==> config.mk <==
export PLATFORM = sky130hd
export DESIGN_NAME = ndem_out_queue
export DESIGN_NICKNAME = d
export VERILOG_FILES = /design/src/rtl/core/ndem_pkg.sv /design/src/rtl/core/ndem_out_queue.sv
export SDC_FILE = /design/constraint.sdc
export NUM_CORES = 1
export LEC_CHECK = 0
export BUFFER_PORTS_ARGS = -buffer_cell sky130_fd_sc_hd__buf_4
export CAP_MARGIN = 20
export CORE_MARGIN = 2
export CORE_UTILIZATION = 45
export CTS_BUF_LIST = sky130_fd_sc_hd__clkbuf_4
export DETAILED_ROUTE_END_ITERATION = 12
export PLACE_DENSITY = 0.66
export SETUP_SLACK_MARGIN = 0.5
export SYNTH_ARGS = -nofsm -noshare
export SYNTH_HDL_FRONTEND = slang
export SYNTH_SLANG_ARGS = --single-unit
==> constraint.sdc <==
create_clock -name clk -period 9.6 [get_ports clk]
set_clock_uncertainty 0.1 [all_clocks]
set_input_delay 0.48 -clock clk [delete_from_list [all_inputs] [get_ports clk]]
set_output_delay 0.48 -clock clk [all_outputs]
set_load 0.005 [all_outputs]
==> src/rtl/core/ndem_pkg.sv <==
// ----------------------------------------------------------------------------
// ndem_pkg
// Shared constants, types and arithmetic helpers for the neighbor delta
// edge mask block.
// ----------------------------------------------------------------------------
package ndem_pkg;

	localparam int MAX_WIDTH_DEF = 4096;

	localparam int WIDTH_REG_W = 13;
	localparam int HEIGHT_W    = 16;
	localparam int THR_W       = 8;
	localparam int CFG_DATA_W  = 16;
	localparam int CFG_IDX_W   = 2;
	localparam int OUT_X_W     = 12;
	localparam int PIX_W       = 32;

	localparam logic [CFG_IDX_W-1:0] REG_IMAGE_WIDTH  = 2'd0;
	localparam logic [CFG_IDX_W-1:0] REG_IMAGE_HEIGHT = 2'd1;
	localparam logic [CFG_IDX_W-1:0] REG_THRESHOLD    = 2'd2;
	localparam logic [CFG_IDX_W-1:0] REG_ALPHA_MODE   = 2'd3;

	localparam logic [WIDTH_REG_W-1:0] WIDTH_RST  = 13'd1920;
	localparam logic [HEIGHT_W-1:0]    HEIGHT_RST = 16'd1080;
	localparam logic [THR_W-1:0]       THR_RST    = 8'd0;

	// result set queue
	localparam int QDEPTH = 8;
	localparam int QAW    = 3;
	localparam int QCW    = 4;

	// arithmetic pipeline depth and its occupancy count width
	localparam int PIPE_STAGES = 4;
	localparam int IFW         = 3;

	typedef struct packed {
		logic [OUT_X_W-1:0]  xa;
		logic [OUT_X_W-1:0]  xb;
		logic [HEIGHT_W-1:0] y;
		logic [HEIGHT_W-1:0] ya;
		logic                want_a;
		logic                want_b;
		logic                want_c;
		logic                use_right;
	} meta_t;

	typedef struct packed {
		logic [OUT_X_W-1:0]  xa;
		logic [OUT_X_W-1:0]  xb;
		logic [HEIGHT_W-1:0] y;
		logic [HEIGHT_W-1:0] ya;
		logic                want_a;
		logic                want_b;
		logic                want_c;
		logic                edge_a;
		logic                edge_b;
	} set_t;

	function automatic logic [15:0] abs_diff16(input logic [15:0] a, input logic [15:0] b);
		return (a > b) ? (a - b) : (b - a);
	endfunction

	function automatic logic [7:0] abs_diff8(input logic [7:0] a, input logic [7:0] b);
		return (a > b) ? (a - b) : (b - a);
	endfunction

	// floor(v / 255), exact for v up to 255 * 255
	function automatic logic [7:0] div255(input logic [15:0] v);
		logic [16:0] t;
		t = {1'b0, v} + 17'(v[15:8]) + 17'd1;
		return t[15:8];
	endfunction

	// floor(s / 3), exact for s up to 3 * 255
	function automatic logic [7:0] div3(input logic [9:0] s);
		logic [19:0] p;
		p = 20'(s) * 20'd683;
		return p[18:11];
	endfunction

endpackage

==> src/rtl/core/ndem_out_queue.sv <==
// ----------------------------------------------------------------------------
// ndem_out_queue
// Result set queue with credit check, serializer and output register.
// ----------------------------------------------------------------------------
module ndem_out_queue (
	input  logic                              clk,
	input  logic                              arst_n,
	input  logic                              push,
	input  ndem_pkg::set_t                    push_set,
	input  logic [ndem_pkg::IFW-1:0]          inflight,
	output logic                              room,
	input  logic                              out_stall,
	output logic                              out_valid,
	output logic                              edge_res,
	output logic [ndem_pkg::OUT_X_W-1:0]      out_x,
	output logic [ndem_pkg::HEIGHT_W-1:0]     out_y,
	output logic                              run_last
);

	ndem_pkg::set_t             fifo_q [ndem_pkg::QDEPTH];
	logic [ndem_pkg::QAW-1:0]   wr_ptr_q, rd_ptr_q;
	logic [ndem_pkg::QCW-1:0]   cnt_q;
	logic [2:0]                 done_q;

	ndem_pkg::set_t             head;
	logic                       head_ok;
	logic [2:0]                 rem, sel;
	logic                       last, load, pop;
	logic [ndem_pkg::QCW:0]     used;

	logic                       out_valid_q, edge_q, run_last_q;
	logic [ndem_pkg::OUT_X_W-1:0]  x_q;
	logic [ndem_pkg::HEIGHT_W-1:0] y_q;

	assign head    = fifo_q[rd_ptr_q];
	assign head_ok = cnt_q != '0;
	assign rem     = {head.want_c, head.want_b, head.want_a} & ~done_q;

	always_comb begin
		if (rem[0]) begin
			sel = 3'b001;
		end else if (rem[1]) begin
			sel = 3'b010;
		end else begin
			sel = 3'b100;
		end
	end

	assign last = (rem & ~sel) == 3'b000;
	assign load = head_ok && (!out_valid_q || !out_stall);
	assign pop  = load && last;

	assign used = (ndem_pkg::QCW+1)'(cnt_q) + (ndem_pkg::QCW+1)'(inflight);
	assign room = used < (ndem_pkg::QCW+1)'(ndem_pkg::QDEPTH);

	always_ff @(posedge clk) begin
		if (push) begin
			fifo_q[wr_ptr_q] <= push_set;
		end
	end

	always_ff @(posedge clk or negedge arst_n) begin
		if (!arst_n) begin
			wr_ptr_q <= '0;
			rd_ptr_q <= '0;
			cnt_q    <= '0;
			done_q   <= '0;
		end else begin
			if (push) begin
				wr_ptr_q <= wr_ptr_q + 1'b1;
			end
			if (pop) begin
				rd_ptr_q <= rd_ptr_q + 1'b1;
			end
			cnt_q <= cnt_q + ndem_pkg::QCW'(push) - ndem_pkg::QCW'(pop);
			if (load) begin
				done_q <= last ? 3'b000 : (done_q | sel);
			end
		end
	end

	always_ff @(posedge clk or negedge arst_n) begin
		if (!arst_n) begin
			out_valid_q <= 1'b0;
		end else if (load) begin
			out_valid_q <= 1'b1;
		end else if (!out_stall) begin
			out_valid_q <= 1'b0;
		end
	end

	always_ff @(posedge clk) begin
		if (load) begin
			run_last_q <= last;
			if (sel[0]) begin
				edge_q <= head.edge_a;
				x_q    <= head.xa;
				y_q    <= head.ya;
			end else if (sel[1]) begin
				edge_q <= head.edge_b;
				x_q    <= head.xb;
				y_q    <= head.y;
			end else begin
				edge_q <= 1'b0;
				x_q    <= head.xa;
				y_q    <= head.y;
			end
		end
	end

	assign out_valid = out_valid_q;
	assign edge_res  = edge_q;
	assign out_x     = x_q;
	assign out_y     = y_q;
	assign run_last  = run_last_q;

	a_no_overflow: assert property (@(posedge clk) disable iff (!arst_n)
		push |-> (cnt_q < ndem_pkg::QCW'(ndem_pkg::QDEPTH)))
		else $error("result queue overflow");

	a_no_underflow: assert property (@(posedge clk) disable iff (!arst_n)
		pop |-> (cnt_q != '0))
		else $error("result queue underflow");

	a_set_not_empty: assert property (@(posedge clk) disable iff (!arst_n)
		head_ok |-> (rem != 3'b000))
		else $error("queued result set has nothing left to send");

endmodule

# == After elaboration in Yosys (flattened, before gate mapping) ==
# Memory sizes are Yosys's and may differ from the RTL's.
# Index checks and enable logic that the tools add are counted.
# word_totals
reg_bits,44
ram_bits,488
in_bits,68
output_inout_bits,32
wordCells,41
mem_count,1
# op_classes
n_addsub,5
order_cmp,1
n_eq_ne,1
n_mux,12
bitwise_logic,5
reduce_logical,7
# memory_table
name,words,word_bits,rd,rd_clocked_by_memory_dff,wr,line,rtl
fifo_q,8,61,1,0,1,ndem_out_queue.sv:20,ndem_pkg::set_t fifo_q [ndem_pkg::QDEPTH];
# ops
operator,n
$mux W12,2
$mux W16,1
$mux W3,3
$add A3 B1 Y3 const B,2
$and A3 B3 Y3,2
$mux W1,6
$not A3 Y3,2
$add A4 B3 Y5,1
$lt A5 B4 Y1 const B,1
$add A4 B1 Y4,1
$reduce_bool A4 Y1,1
$sub A4 B1 Y4,1
$logic_not A3 Y1,1
$or A3 B3 Y3,1
$logic_and A1 B1 Y1,2
$logic_not A1 Y1,2
$ne A2 B1 Y1 const B,1
$logic_or A1 B1 Y1,1

# == Logic depth before layout (Yosys ltp) ==
# depth
ltp_word,9
mapped_depth,13
ltp_nobuf,11

# == Least setup slack after synthesis ==
# No wires, ideal clock.
# synth_path
kind,input -> register
from,input push
to,"memory fifo_q[0][0] in the netlist's numbering, enable pin"
setup_time_ns,0.555
t_arrival_ns,4.724
required_time_ns,8.945
setup_slack_ns,4.222
cell_stages,2
n_path_buf,0
path_cell_list,nand2b_1 nor3_1
# synth_between
elab_chain_len,2
# synth_lines
element,line,rtl
"start, declared",ndem_out_queue.sv:8,"input logic push,"
$mux W1,ndem_out_queue.sv:57,if (push) begin
$mux W1 (not written as such),ndem_out_queue.sv:58,fifo_q[wr_ptr_q] <= push_set;
"end, declared",ndem_out_queue.sv:20,
# Every way passes these cells.

# == Worst setup path in the final report ==
# layout_path
from,register rd_ptr_q[1] in the netlist's numbering
to,register cnt_q[2] in the netlist's numbering
# layout_between
elab_chain_len,9
# layout_lines
element,line,rtl
"start, declared",ndem_out_queue.sv:21,"logic [ndem_pkg::QAW-1:0] wr_ptr_q, rd_ptr_q;"
"start signal, assigned",ndem_out_queue.sv:73,rd_ptr_q <= rd_ptr_q + 1'b1;
$mem_v2 Z8 W61 *,n/a,
$and A3 B3 Y3 *,ndem_out_queue.sv:37,"assign rem = {head.want_c, head.want_b, head.want_a} & ~done_q;"
$mux W3,ndem_out_queue.sv:42,end else if (rem[1]) begin
$mux W3,ndem_out_queue.sv:40,if (rem[0]) begin
$not A3 Y3,ndem_out_queue.sv:49,assign last = (rem & ~sel) == 3'b000;
$and A3 B3 Y3 *,ndem_out_queue.sv:49,
$logic_not A3 Y1 *,ndem_out_queue.sv:49,
net last,ndem_out_queue.sv:28,"logic last, load, pop;"
$logic_and A1 B1 Y1 *,ndem_out_queue.sv:51,assign pop = load && last;
net pop,ndem_out_queue.sv:28,
$sub A4 B1 Y4 *,ndem_out_queue.sv:75,cnt_q <= cnt_q + ndem_pkg::QCW'(push) - ndem_pkg::QCW'(pop);
"end signal, assigned",ndem_out_queue.sv:75,
"end, declared",ndem_out_queue.sv:22,logic [ndem_pkg::QCW-1:0] cnt_q;
# The timed path passes the listed nets; every way through them passes the cells marked *.
# A chain may end at the register's enable or synchronous reset.

==> results_dict.tcl <==
set metrics [dict create \
    setup_viol_count_final 0 \
    power_per_cell_area_nw_per_um2 289.6 \
    grt.met1_usage_pct 23.10 \
    floorplan.core_area_sq_um 44220 \
    yosysSeqAreaShare_pct 78.84 \
    io-pin-count 100 \
    worst_slew_pin_slew_ns 1.109 \
    top_usage_layer_grt "met2" \
    synth_ff_type "edfxtp_1" \
    first_global_vias 10403 \
    cap_viol_max_count 0 \
    critical_path.slowest_cell "dfrtp_4" \
    max_clock_freq_mhz 217.8 \
    critPathArrivalTime_ns 5.18 \
    criticalPathCategory "reg2reg" \
    final-max-slew-violation-count 0 \
    layout.cells.most_common "edfxtp_1" \
    die_h_um 215.7 \
    postSynth.asyncResetShare_pct 2.632 \
    routedWlPerCell_um 21.74 \
    synthXorXnorAreaFrac_pct 0.2977 \
    cts-root-buf "clkbuf_4" \
    drc_errors 0 \
    max-slew-margin-rel_pct 26.04 \
    cts_max_level 4 \
    postSynthRegisterBits 532 \
    cp_capture_type "register" \
    drt_pass1_iterations 4 \
    fp.dieArea_sq_um 46540 \
    timing.final.crit_share_pct 47.84 \
    grt_first_pass_wirelength_mm 60.53 \
    initial_core_util_pct 45.62 \
    routed_wl_mm 38.88 \
    half_perimeter_wire_length_of_the_detailed_placement_result_mm 19.64 \
    grt_max_degree 67 \
    final_layout_size_suffix_gt1_share_pct 38.81 \
    postRouteAntennaNets 0 \
    yosys.area_share.adder_pct 0.7257 \
    edff_count_synth 518 \
    drt-initial-drc-count 569 \
    report.final.hold_viol_count 0 \
    cells_after_synthesis 834 \
    globalRoute.totalOverflow 0 \
    synth_simple_gate_area_share_pct 1.092 \
    required_ns 10.18 \
    synthesis.area_per_instance_sq_um 24.19 \
    num_vias 9488 \
    min_period_ns 4.592 \
    instances_no_fill 1788 \
    ys_types 42 \
    synth.area.top_cells "edfxtp_1 (77%), mux4_2 (15%), dfrtp_1 (1.7%)" \
    yosysTopAreaCellShare_pct 77.11 \
    totalNegativeSetupSlack_ns 0 \
    synth.net_count 912 \
    groute.layer.met2.usage_pct 28.18 \
    vias_per_cell 5.306 \
    clock_sink_count 532 \
    synthesis.area_sq_um 20170 \
    rows 77 \
    largest_stage_delay_worst_path_ns 1.09 \
    clk_pin_slew_ns 0.06 \
    worst-path-max-fanout 66 \
    insertion_delay_ns 0.80 \
    worstPathCellList "buf_4 -> mux4_1 -> nand2_1 -> a21o_2 -> maj3_4 -> and2_4 -> ha_1 -> inv_1 -> ha_1 -> inv_1 -> fa_1 -> xnor2_1" \
    worst_voltage_drop_across_the_vdd_grid_mv 0.1457 \
    yosysWarningCount 0 \
    worst_hold_path_type "in2reg" \
    cts_tree "done" \
    synth_compound_area_share_pct 1.365 \
    layout.nets 1183 \
    layout_common_cells "edfxtp_1 (518), clkbuf_4 (181), mux4_2 (133)" \
    num_cts_buffers 130 \
    synth_top_family_by_area "multiplexers" \
    groute.layer.met3.usage_pct 4.242 \
    grt_util_all_layers_pct 17.38 \
    cts_max_path_buffers 3 \
    yosys-mux-area-fraction_pct 16.27 \
    io_buffer_count 99 \
    numPlacedInstances 1500 \
    post_cts_resized 0 \
    area_growth_pct 18.37 \
    cellLeakagePower_nw 8.013 \
    grt_setup_unrepaired "false" \
    result_of_the_run "completed" \
    grt_antenna_before_repair 5 \
    floorplan.die.width_um 215.7 \
    synthDominantAreaCellType "edfxtp_1" \
    setup.worst_path.start_class "register" \
    gpl_congestion 0.6780 \
]
==> state kept, by name, summed over array words and instances, names as in the netlist <==
| register | flops |
|---|---|
| wr_ptr_q | 3 |
| rd_ptr_q | 3 |
| fifo_q | 488 |
| done_q | 3 |
| out_valid | 1 |
| out_x | 12 |
| cnt_q | 4 |
| run_last | 1 |
| out_y | 16 |
| edge_res | 1 |
==> what timing repair did <==
item                      CTS  global route
hold buffers               65             0
buffers inserted            0             0
hold endpoints to repair  507             0
==> per-stage QoR <==
step	total power, mW	util [%]	area [sq um]	hold slack (ns)	setup slack [ns]
global route	7.299	54.00	23880	0.2900	4.789
CTS	7.028	53.98	23870	0.2807	4.984
finish	6.915	54.00	23880	0.3542	5.008
detailed placement	5.179	48.86	21600	0.2552	5.010
global placement	5.149	48.86	21600	0.2507	5.012
floorplan	4.611	-	20170	0.08441	4.222
==> routing by layer <==
layer,vias to the layer above,wire (um)
met5,-,22
met1,4986,16500
met3,47,2091
li1,4185,-
met2,266,19730
met4,4,532
==> cells in the mapped netlist (all sizes together), types with 5 or more instances <==
cell    count
a211oi     14
nor2        6
buf        30
nor2b      12
nand2b      5
nand2       7
mux2i      17
edfxtp    518
ha          9
dfrtp      14
inv        10
mux4      137
a21oi      15
clkbuf     10
==> cells by family (layout without fill, tap and decap cells) <==
family | Yosys count | after routing
AO/OA/AOI/OAI | 41 | 41
XOR/XNOR | 6 | 6
adder cells (fa/ha/maj) | 11 | 11
buffers and inverters | 50 | 409
flip-flops | 532 | 532
multiplexers | 155 | 155
other | 0 | 3
AND/OR/NAND/NOR | 39 | 39
==> worst max-delay path: cells and delay by family, from the launching register on <==
family / cells / cell delay, ns
adder cells (fa/ha/maj): 4 / 1.19
AO/OA/AOI/OAI: 1 / 0.26
multiplexers: 1 / 0.40
AND/OR/NAND/NOR: 2 / 0.23
flip-flops: 1 / 1.09
XOR/XNOR: 1 / 0.13
buffers and inverters: 3 / 0.95
==> power breakdown <==
| group | switching (mW) | internal (mW) | total (mW) |
|---|---|---|---|
| clock | 0.834 | 0.976 | 1.81 |
| sequential | 0.300 | 3.03 | 3.33 |
| combinational | 0.823 | 0.952 | 1.78 |
| total | 1.96 | 4.96 | 6.92 |
==> area by class of cell <==
type	instances	area (sq um)
Clock inverter	39	256.5
Inverter	10	37.54
Clock buffer	181	1359
Antenna cell	3	7.507
Fill cell	3394	20340
Tap cell	592	740.7
Timing Repair Buffer	179	1506
Multi-Input combinational cell	252	4054
Sequential cell	532	15920
==> worst paths after layout <==
| kind | cells past startpoint | slack, ns | end | start |
|---|---|---|---|---|
| worst max-delay path | 12 | 5.01 | cnt_q[2] | rd_ptr_q[1] |
| worst min-delay path | 4 | 0.35 | out_valid | out_stall |
| worst max register to register | 12 | 5.01 | cnt_q[2] | rd_ptr_q[1] |
| worst min register to register | 1 | 0.39 | wr_ptr_q[2] | wr_ptr_q[2] |
| max in group asynchronous | 3 | 8.14 | rd_ptr_q[0] | arst_n |
| min in group asynchronous | 3 | 0.71 | cnt_q[1] | arst_n |
No activity file was read; power rests on OpenSTA's default activity.
