<file path="src/rtl/core/ndem_pkg.sv">
// ----------------------------------------------------------------------------
// ndem_pkg
// Shared constants, types and arithmetic helpers for the neighbor delta
// edge mask block.
// ----------------------------------------------------------------------------
package ndem_pkg;

	localparam int MAX_WIDTH_DEF = 4096;

	localparam int WIDTH_REG_W = 13;
	localparam int HEIGHT_W    = 16;
	localparam int THR_W       = 8;
	localparam int CFG_DATA_W  = 16;
	localparam int CFG_IDX_W   = 2;
	localparam int OUT_X_W     = 12;
	localparam int PIX_W       = 32;

	localparam logic [CFG_IDX_W-1:0] REG_IMAGE_WIDTH  = 2'd0;
	localparam logic [CFG_IDX_W-1:0] REG_IMAGE_HEIGHT = 2'd1;
	localparam logic [CFG_IDX_W-1:0] REG_THRESHOLD    = 2'd2;
	localparam logic [CFG_IDX_W-1:0] REG_ALPHA_MODE   = 2'd3;

	localparam logic [WIDTH_REG_W-1:0] WIDTH_RST  = 13'd1920;
	localparam logic [HEIGHT_W-1:0]    HEIGHT_RST = 16'd1080;
	localparam logic [THR_W-1:0]       THR_RST    = 8'd0;

	// result set queue
	localparam int QDEPTH = 8;
	localparam int QAW    = 3;
	localparam int QCW    = 4;

	// arithmetic pipeline depth and its occupancy count width
	localparam int PIPE_STAGES = 4;
	localparam int IFW         = 3;

	typedef struct packed {
		logic [OUT_X_W-1:0]  xa;
		logic [OUT_X_W-1:0]  xb;
		logic [HEIGHT_W-1:0] y;
		logic [HEIGHT_W-1:0] ya;
		logic                want_a;
		logic                want_b;
		logic                want_c;
		logic                use_right;
	} meta_t;

	typedef struct packed {
		logic [OUT_X_W-1:0]  xa;
		logic [OUT_X_W-1:0]  xb;
		logic [HEIGHT_W-1:0] y;
		logic [HEIGHT_W-1:0] ya;
		logic                want_a;
		logic                want_b;
		logic                want_c;
		logic                edge_a;
		logic                edge_b;
	} set_t;

	function automatic logic [15:0] abs_diff16(input logic [15:0] a, input logic [15:0] b);
		return (a > b) ? (a - b) : (b - a);
	endfunction

	function automatic logic [7:0] abs_diff8(input logic [7:0] a, input logic [7:0] b);
		return (a > b) ? (a - b) : (b - a);
	endfunction

	// floor(v / 255), exact for v up to 255 * 255
	function automatic logic [7:0] div255(input logic [15:0] v);
		logic [16:0] t;
		t = {1'b0, v} + 17'(v[15:8]) + 17'd1;
		return t[15:8];
	endfunction

	// floor(s / 3), exact for s up to 3 * 255
	function automatic logic [7:0] div3(input logic [9:0] s);
		logic [19:0] p;
		p = 20'(s) * 20'd683;
		return p[18:11];
	endfunction

endpackage

</file>
<file path="src/rtl/core/ndem_diff.sv">
// ----------------------------------------------------------------------------
// ndem_diff
// Four-stage difference pipeline: capture, premultiply, per-channel scaled
// abs difference, channel mean or alpha diff, threshold compare to result set.
// ----------------------------------------------------------------------------
module ndem_diff (
	input  logic                          clk,
	input  logic                          arst_n,
	input  logic                          alpha_mode,
	input  logic [ndem_pkg::THR_W-1:0]    threshold,
	input  logic                          start,
	input  logic [ndem_pkg::PIX_W-1:0]    cur,
	input  logic [ndem_pkg::PIX_W-1:0]    prev,
	input  logic [ndem_pkg::PIX_W-1:0]    above,
	input  ndem_pkg::meta_t               meta,
	input  logic [ndem_pkg::PIX_W-1:0]    right,
	output logic                          push,
	output ndem_pkg::set_t                push_set,
	output logic [ndem_pkg::IFW-1:0]      inflight
);

	logic                       v_s1, v_s2, v_s3, v_s4;
	ndem_pkg::meta_t            meta_s1, meta_s2, meta_s3, meta_s4;
	logic [ndem_pkg::PIX_W-1:0] cur_s1, prev_s1, above_s1;

	logic [15:0] pab_s2 [3];
	logic [15:0] prt_s2 [3];
	logic [15:0] pcu_s2 [3];
	logic [15:0] ppv_s2 [3];
	logic [7:0]  a_ab_s2, a_rt_s2, a_cu_s2, a_pv_s2;

	logic [7:0] q_ar_s3 [3];
	logic [7:0] q_ac_s3 [3];
	logic [7:0] q_pc_s3 [3];
	logic [7:0] ad_ar_s3, ad_ac_s3, ad_pc_s3;

	logic [7:0] d_ar_s4, d_ac_s4, d_pc_s4;

	logic [7:0] mv_a;

	always_ff @(posedge clk or negedge arst_n) begin
		if (!arst_n) begin
			v_s1 <= 1'b0;
			v_s2 <= 1'b0;
			v_s3 <= 1'b0;
			v_s4 <= 1'b0;
		end else begin
			v_s1 <= start;
			v_s2 <= v_s1;
			v_s3 <= v_s2;
			v_s4 <= v_s3;
		end
	end

	// stage 1: capture pixels
	always_ff @(posedge clk) begin
		if (start) begin
			cur_s1   <= cur;
			prev_s1  <= prev;
			above_s1 <= above;
			meta_s1  <= meta;
		end
	end

	// stage 2: premultiplied channels
	always_ff @(posedge clk) begin
		for (int c = 0; c < 3; c++) begin
			pab_s2[c] <= 16'(above_s1[8*c +: 8]) * 16'(above_s1[31:24]);
			prt_s2[c] <= 16'(right[8*c +: 8]) * 16'(right[31:24]);
			pcu_s2[c] <= 16'(cur_s1[8*c +: 8]) * 16'(cur_s1[31:24]);
			ppv_s2[c] <= 16'(prev_s1[8*c +: 8]) * 16'(prev_s1[31:24]);
		end
		a_ab_s2 <= above_s1[31:24];
		a_rt_s2 <= right[31:24];
		a_cu_s2 <= cur_s1[31:24];
		a_pv_s2 <= prev_s1[31:24];
		meta_s2 <= meta_s1;
	end

	// stage 3: scaled channel differences
	always_ff @(posedge clk) begin
		for (int c = 0; c < 3; c++) begin
			q_ar_s3[c] <= ndem_pkg::div255(ndem_pkg::abs_diff16(pab_s2[c], prt_s2[c]));
			q_ac_s3[c] <= ndem_pkg::div255(ndem_pkg::abs_diff16(pab_s2[c], pcu_s2[c]));
			q_pc_s3[c] <= ndem_pkg::div255(ndem_pkg::abs_diff16(ppv_s2[c], pcu_s2[c]));
		end
		ad_ar_s3 <= ndem_pkg::abs_diff8(a_ab_s2, a_rt_s2);
		ad_ac_s3 <= ndem_pkg::abs_diff8(a_ab_s2, a_cu_s2);
		ad_pc_s3 <= ndem_pkg::abs_diff8(a_pv_s2, a_cu_s2);
		meta_s3  <= meta_s2;
	end

	// stage 4: channel mean or alpha difference
	always_ff @(posedge clk) begin
		if (alpha_mode) begin
			d_ar_s4 <= ad_ar_s3;
			d_ac_s4 <= ad_ac_s3;
			d_pc_s4 <= ad_pc_s3;
		end else begin
			d_ar_s4 <= ndem_pkg::div3(10'(q_ar_s3[0]) + 10'(q_ar_s3[1]) + 10'(q_ar_s3[2]));
			d_ac_s4 <= ndem_pkg::div3(10'(q_ac_s3[0]) + 10'(q_ac_s3[1]) + 10'(q_ac_s3[2]));
			d_pc_s4 <= ndem_pkg::div3(10'(q_pc_s3[0]) + 10'(q_pc_s3[1]) + 10'(q_pc_s3[2]));
		end
		meta_s4 <= meta_s3;
	end

	always_comb begin
		mv_a = d_ac_s4;
		if (meta_s4.use_right && (d_ar_s4 > d_ac_s4)) begin
			mv_a = d_ar_s4;
		end
	end

	assign push = v_s4 && (meta_s4.want_a || meta_s4.want_b || meta_s4.want_c);

	assign push_set.xa     = meta_s4.xa;
	assign push_set.xb     = meta_s4.xb;
	assign push_set.y      = meta_s4.y;
	assign push_set.ya     = meta_s4.ya;
	assign push_set.want_a = meta_s4.want_a;
	assign push_set.want_b = meta_s4.want_b;
	assign push_set.want_c = meta_s4.want_c;
	assign push_set.edge_a = mv_a > threshold;
	assign push_set.edge_b = d_pc_s4 > threshold;

	assign inflight = ndem_pkg::IFW'($countones({v_s1, v_s2, v_s3, v_s4}));

endmodule

</file>
<file path="config.mk">
export PLATFORM = sky130hd
export DESIGN_NAME = ndem_diff
export DESIGN_NICKNAME = d
export VERILOG_FILES = /design/src/rtl/core/ndem_pkg.sv /design/src/rtl/core/ndem_diff.sv
export SDC_FILE = /design/constraint.sdc
export NUM_CORES = 2
export LEC_CHECK = 0
export BUFFER_PORTS_ARGS = -buffer_cell sky130_fd_sc_hd__buf_2
export CAP_MARGIN = 5
export CORE_UTILIZATION = 53
export CTS_CLUSTER_DIAMETER = 60
export DETAILED_ROUTE_END_ITERATION = 10
export GPL_TIMING_DRIVEN = 0
export PLACE_DENSITY = 0.7
export SKIP_CTS_REPAIR_TIMING = 1
export SKIP_LAST_GASP = 1
export SLEW_MARGIN = 20
export SYNTH_ARGS = -nofsm -noshare
export SYNTH_HDL_FRONTEND = slang
export SYNTH_SLANG_ARGS = --single-unit
</file>
<file path="constraint.sdc">
create_clock -name clk -period 18.2 [get_ports clk]
set_clock_uncertainty 0.15 [all_clocks]
set_input_delay 3.64 -clock clk [delete_from_list [all_inputs] [get_ports clk]]
set_output_delay 3.64 -clock clk [all_outputs]
set_load 0.01 [all_outputs]
</file>
Word-level counts from Yosys, hierarchy flattened

Memories as Yosys holds them, arrays and structs flattened.
Index checks and enable logic that the tools add are counted.

Register bits: 420
Memory bits (writable): 264
Input bits: 200
Output and inout port bits: 65
Logic and storage cells: 157
Memories: 7

Add/subtract/negate cells: 51
$mul: 15
Order comparisons: 15
Mux-type cells: 16
Reductions and logical operators: 4

Memory list:

| name        | words | bits a word | read ports | clocked after memory_dff | write ports | RTL line        | text |
|---|---|---|---|---|---|---|---|
| pab_s2      | 3     | 16          | 3          | 0                        | 3           | ndem_diff.sv:26 | `logic [15:0] pab_s2 [3];` |
| pcu_s2      | 3     | 16          | 3          | 0                        | 3           | ndem_diff.sv:28 | `logic [15:0] pcu_s2 [3];` |
| ppv_s2      | 3     | 16          | 3          | 0                        | 3           | ndem_diff.sv:29 | `logic [15:0] ppv_s2 [3];` |
| prt_s2      | 3     | 16          | 3          | 0                        | 3           | ndem_diff.sv:27 | `logic [15:0] prt_s2 [3];` |
| q_ac_s3     | 3     | 8           | 3          | 0                        | 3           | ndem_diff.sv:33 | `logic [7:0] q_ac_s3 [3];` |
| q_ar_s3     | 3     | 8           | 3          | 0                        | 3           | ndem_diff.sv:32 | `logic [7:0] q_ar_s3 [3];` |
| +1 memories | n/a   | n/a         | n/a        | n/a                      | n/a         | n/a             |  |

Operators with widths:

| kind                     | number |
|---|---|
| $sub A16 B16 Y16         | 18 |
| $mul A8 B8 Y16           | 12 |
| $add A16 B1 Y16 const B  | 9 |
| $add A16 B8 Y16          | 9 |
| $gt A16 B16 Y1           | 9 |
| $mux W16                 | 9 |
| $mul A10 B10 Y19 const B | 3 |
| $mux W8                  | 7 |
| $gt A8 B8 Y1             | 6 |
| $sub A8 B8 Y8            | 6 |
| $add A9 B8 Y10           | 3 |
| $add A8 B8 Y9            | 3 |
| $add A1 B1 Y2            | 2 |
| $add A3 B3 Y3            | 1 |
| $logic_and A1 B1 Y1      | 2 |
| $logic_or A1 B1 Y1       | 2 |

Longest topological paths before layout

Depth in word-level cells: 4
Depth in mapped cells: 33

Worst setup path after synthesis

OpenSTA, ideal clock, no wires.

Path kind: input port to output port
From: input threshold[1] (netlist name)
To: output push_set[0] (netlist name)
Arrival: 4.889 ns
Setup slack: 9.521 ns
Cell stages on the path: 10
Cells stage by stage: inv_1 > ha_1 > nor2b_1 > o21a_1 > o21ai_0 > nand2b_1 > a21oi_1 > nor2_1 > a211oi_1 > a21oi_1

RTL lines:

| element         | RTL line        | text |
|---|---|---|
| start, declared | ndem_diff.sv:10 | `input logic [ndem_pkg::THR_W-1:0] threshold,` |
| end, declared   | ndem_diff.sv:18 | `output ndem_pkg::set_t push_set,` |

==> key figures <==
Detailed routing
  • Remaining DRCs: 0
  • Vias per Instance: 5.41
  • Antenna-violating nets left: 0
  • Final WL: 166000 µm
  • Vias: 48.3k
  • Drt initial violations: 3146
  • First drt pass iteration count: 6
  • Avg WL per Cell: roughly 19 µm

STA
  • Setup TNS: 0 ns
  • Slew HR: 40.4%
  • Fmax: 0.111 GHz
  • Final Hold Viols: 0
  • Min Tclk post-route: 9.02 ns
  • Fin. max-slew vios: 0
  • RSZ-0062 raised after global routing: false
  • Crit share post-route: 49.6%
  • Final setup violation count: 0
  • Slew @ Worst Pin: 0.887 ns

Cells and area
  • Area growth, synth to finish: 10.3%
  • Fraction of layout instances using a drive strength above 1: 8.48%
  • Fill count: 10.6k
  • Nets@finish: 8998

Floorplan
  • # rows: roughly 130
  • Starting density of the core: between 50% and 60%
  • Die ar.: 123000 µm²
  • Die height: 350 µm
  • Core ar.: between 100000 and 150000 µm²
  • IO Count: 265
  • Die span in x: 350 µm

Synthesis
  • Sequential area share after synthesis: 23.8%
  • Syn Area/Cell: 9.37 µm²
  • Top FF cell, synth: dfxtp_1
  • Syn Nets: 8642
  • Yosys reg bits: 684
  • Leading area contributor after synthesis: ha_1
  • Library cells used by synthesis: 98
  • Asr flop ratio synth: less than 1%
  • Synth Cell Area: 64300 µm²
  • Number of flops mapped to enable cells by yosys: 156
  • Post-Syn Instances: roughly 6.9k
  • Main area contributors after synthesis: ha_1, fa_1, dfxtp_1
  • Area share of the largest cell type after synthesis: 20.2%
  • Syn. warnings: 0

Global routing
  • First-pass GRT wire length: 262000 µm
  • Vias in the first global route: around 49k
  • Antenna violations before repair: 31
  • GRT overflow: 0
  • Largest net degree at the start of global routing: between 80 and 90
  • All-Layer GR Usage: 27.4%

Setup path
  • Worst Path Arrival: around 5.2 ns
  • Worst-path fanout max: 2
  • Crit path kind: in2out
  • Crit path capture type: output pin
  • Worst EP required: 14.41 ns
  • Critical path launch point type: input pin

Hold path
  • Worst Hold Class: reg2reg

Flow run
  • # Max-Cap Violations: 0

Clocking
  • Clock root buffer: clkbuf_16
  • Clock Tree Buf Depth: 3
  • # H-tree levels: 3
  • Inserted Clock Buffers: 91
  • # clock sinks: 684
  • CTS clk-pin slew, worst paths: roughly 0.06 ns
  • CTS tree: done
  • Clock latency on the worst-skew pair: 0.71 ns

Place
  • Gpl congestion: 0.944
  • IO Port Bufs: 262
  • Detail Placement HPWL: 139000 µm

Run status
  • Status: finished, final reports clean
[critical path, stage by stage]
cell and delay, ns:
buf_2 0.08, inv_1 0.06, ha_1 0.32, nor2b_1 0.14, o21a_1 0.16, o21ai_0 0.14, nand2b_1 0.07, a21oi_1 0.14
nor2_1 0.05, a211oi_1 0.23, a21oi_1 0.06, buf_2 0.14
[sequential cells by signal, summed over array words and instances (netlist names), 24 cells and up]
signal    cells
meta_s1      60
meta_s2      60
meta_s3      60
push_set     59
pab_s2       48
pcu_s2       48
ppv_s2       48
prt_s2       48
above_s1     32
cur_s1       32
prev_s1      32
q_ac_s3      24
q_ar_s3      24
q_pc_s3      24
[final cells by class]
class / count / area [µm²] / share of cell area [%]
diodes: 6 / 15.0 / 0.0212
plain buffers: 227 / 1160 / 1.64
clock buffers: 110 / 2460 / 3.47
clock inverters: 62 / 762 / 1.07
inverters: 1110 / 4170 / 5.88
multi-input cells: 4844 / 43700 / 61.6
flip-flops and latches: 684 / 15300 / 21.5
well taps: 1612 / 2020 / 2.84
repair buffers: 263 / 1350 / 1.90
[placed cells by master (no fill, tap or decap), types with 26 or more instances in the layout]
cell type and instances:
o211ai_1 26, mux2i_1 65, nand2b_1 41, nor3_1 90, o21bai_1 30, o21a_1 58, o21ai_0 252, and2_1 445
a21oi_1 318, clkbuf_16 93, nand2_1 582, ha_1 1036, nand3_1 65, buf_4 61, dfxtp_1 524, edfxtp_1 156
buf_2 297, xor2_1 132, xnor2_1 224, a211oi_1 44, a21boi_0 42, nor2_1 235, a21o_1 113, fa_1 541
nor2b_1 65, clkbuf_1 118, nand4_1 46, inv_1 1110
[metal layers]
layer  part of all wire, %  track usage [%]  wire length (µm)  vias to the layer above
met5                 0.062                0               103                        -
met4                   4.0             10.5              6670                       18
met3                   6.4             4.79             10600                      337
met2                    46             44.8             76100                     1292
met1                    44             36.0             72600                    23300
li1                      -                -                 -                    23300
[cell usage after synthesis (all sizes together) (112+ instances only)]
| library cell | number |
|---|---|
| xor2 | 134 |
| buf | 115 |
| nor2 | 238 |
| ha | 1036 |
| nand2 | 583 |
| o21ai | 263 |
| a21oi | 323 |
| a21o | 113 |
| dfxtp | 524 |
| inv | 1110 |
| and2 | 446 |
| edfxtp | 156 |
| xnor2 | 225 |
| fa | 541 |
| clkbuf | 112 |
[stage by stage]
step           std cells  instance area [µm²]  worst slack, ns  util (%)  hold WS (ns)
4_1_cts             8912                70900             9.18      59.0         0.160
3_5_place_dp        8740                67700             9.17      56.3         0.162
6_report            8918                70900             9.18      59.0         0.170
5_1_grt             8915                70900             8.97      59.0         0.167
3_3_place_gp        8739                67600             9.21      56.3         0.160
2_1_floorplan       6865                64300             9.52         -         0.160
[logic make-up after synthesis]
logic type	Yosys count	share of synthesized area, %
simple gates	1714	13.5
fa+ha+maj	1577	37.0
buf+inv	1337	8.28
compound gates	1106	11.2
flops	684	23.8
xor+xnor	359	4.92
mux	88	1.42
[final timing paths]
path / cells past startpoint / start / slack (ns) / end
setup / recovery: 12 / threshold[1] / 9.18 / push_set[0]
hold / removal: 0 / meta_s2[41] / 0.17 / meta_s3[41]
setup reg to reg: 32 / q_ar_s3[0][1] / 10.21 / d_ar_s4[6]
hold reg to reg: 0 / meta_s2[41] / 0.17 / meta_s3[41]
max in group asynchronous: 1 / arst_n / 15.18 / v_s3
min in group asynchronous: 1 / arst_n / 2.60 / v_s1
Power is left out: the tool's default activity adds up to more than one toggle a clock period on the data nets, which glitch-free logic cannot reach.
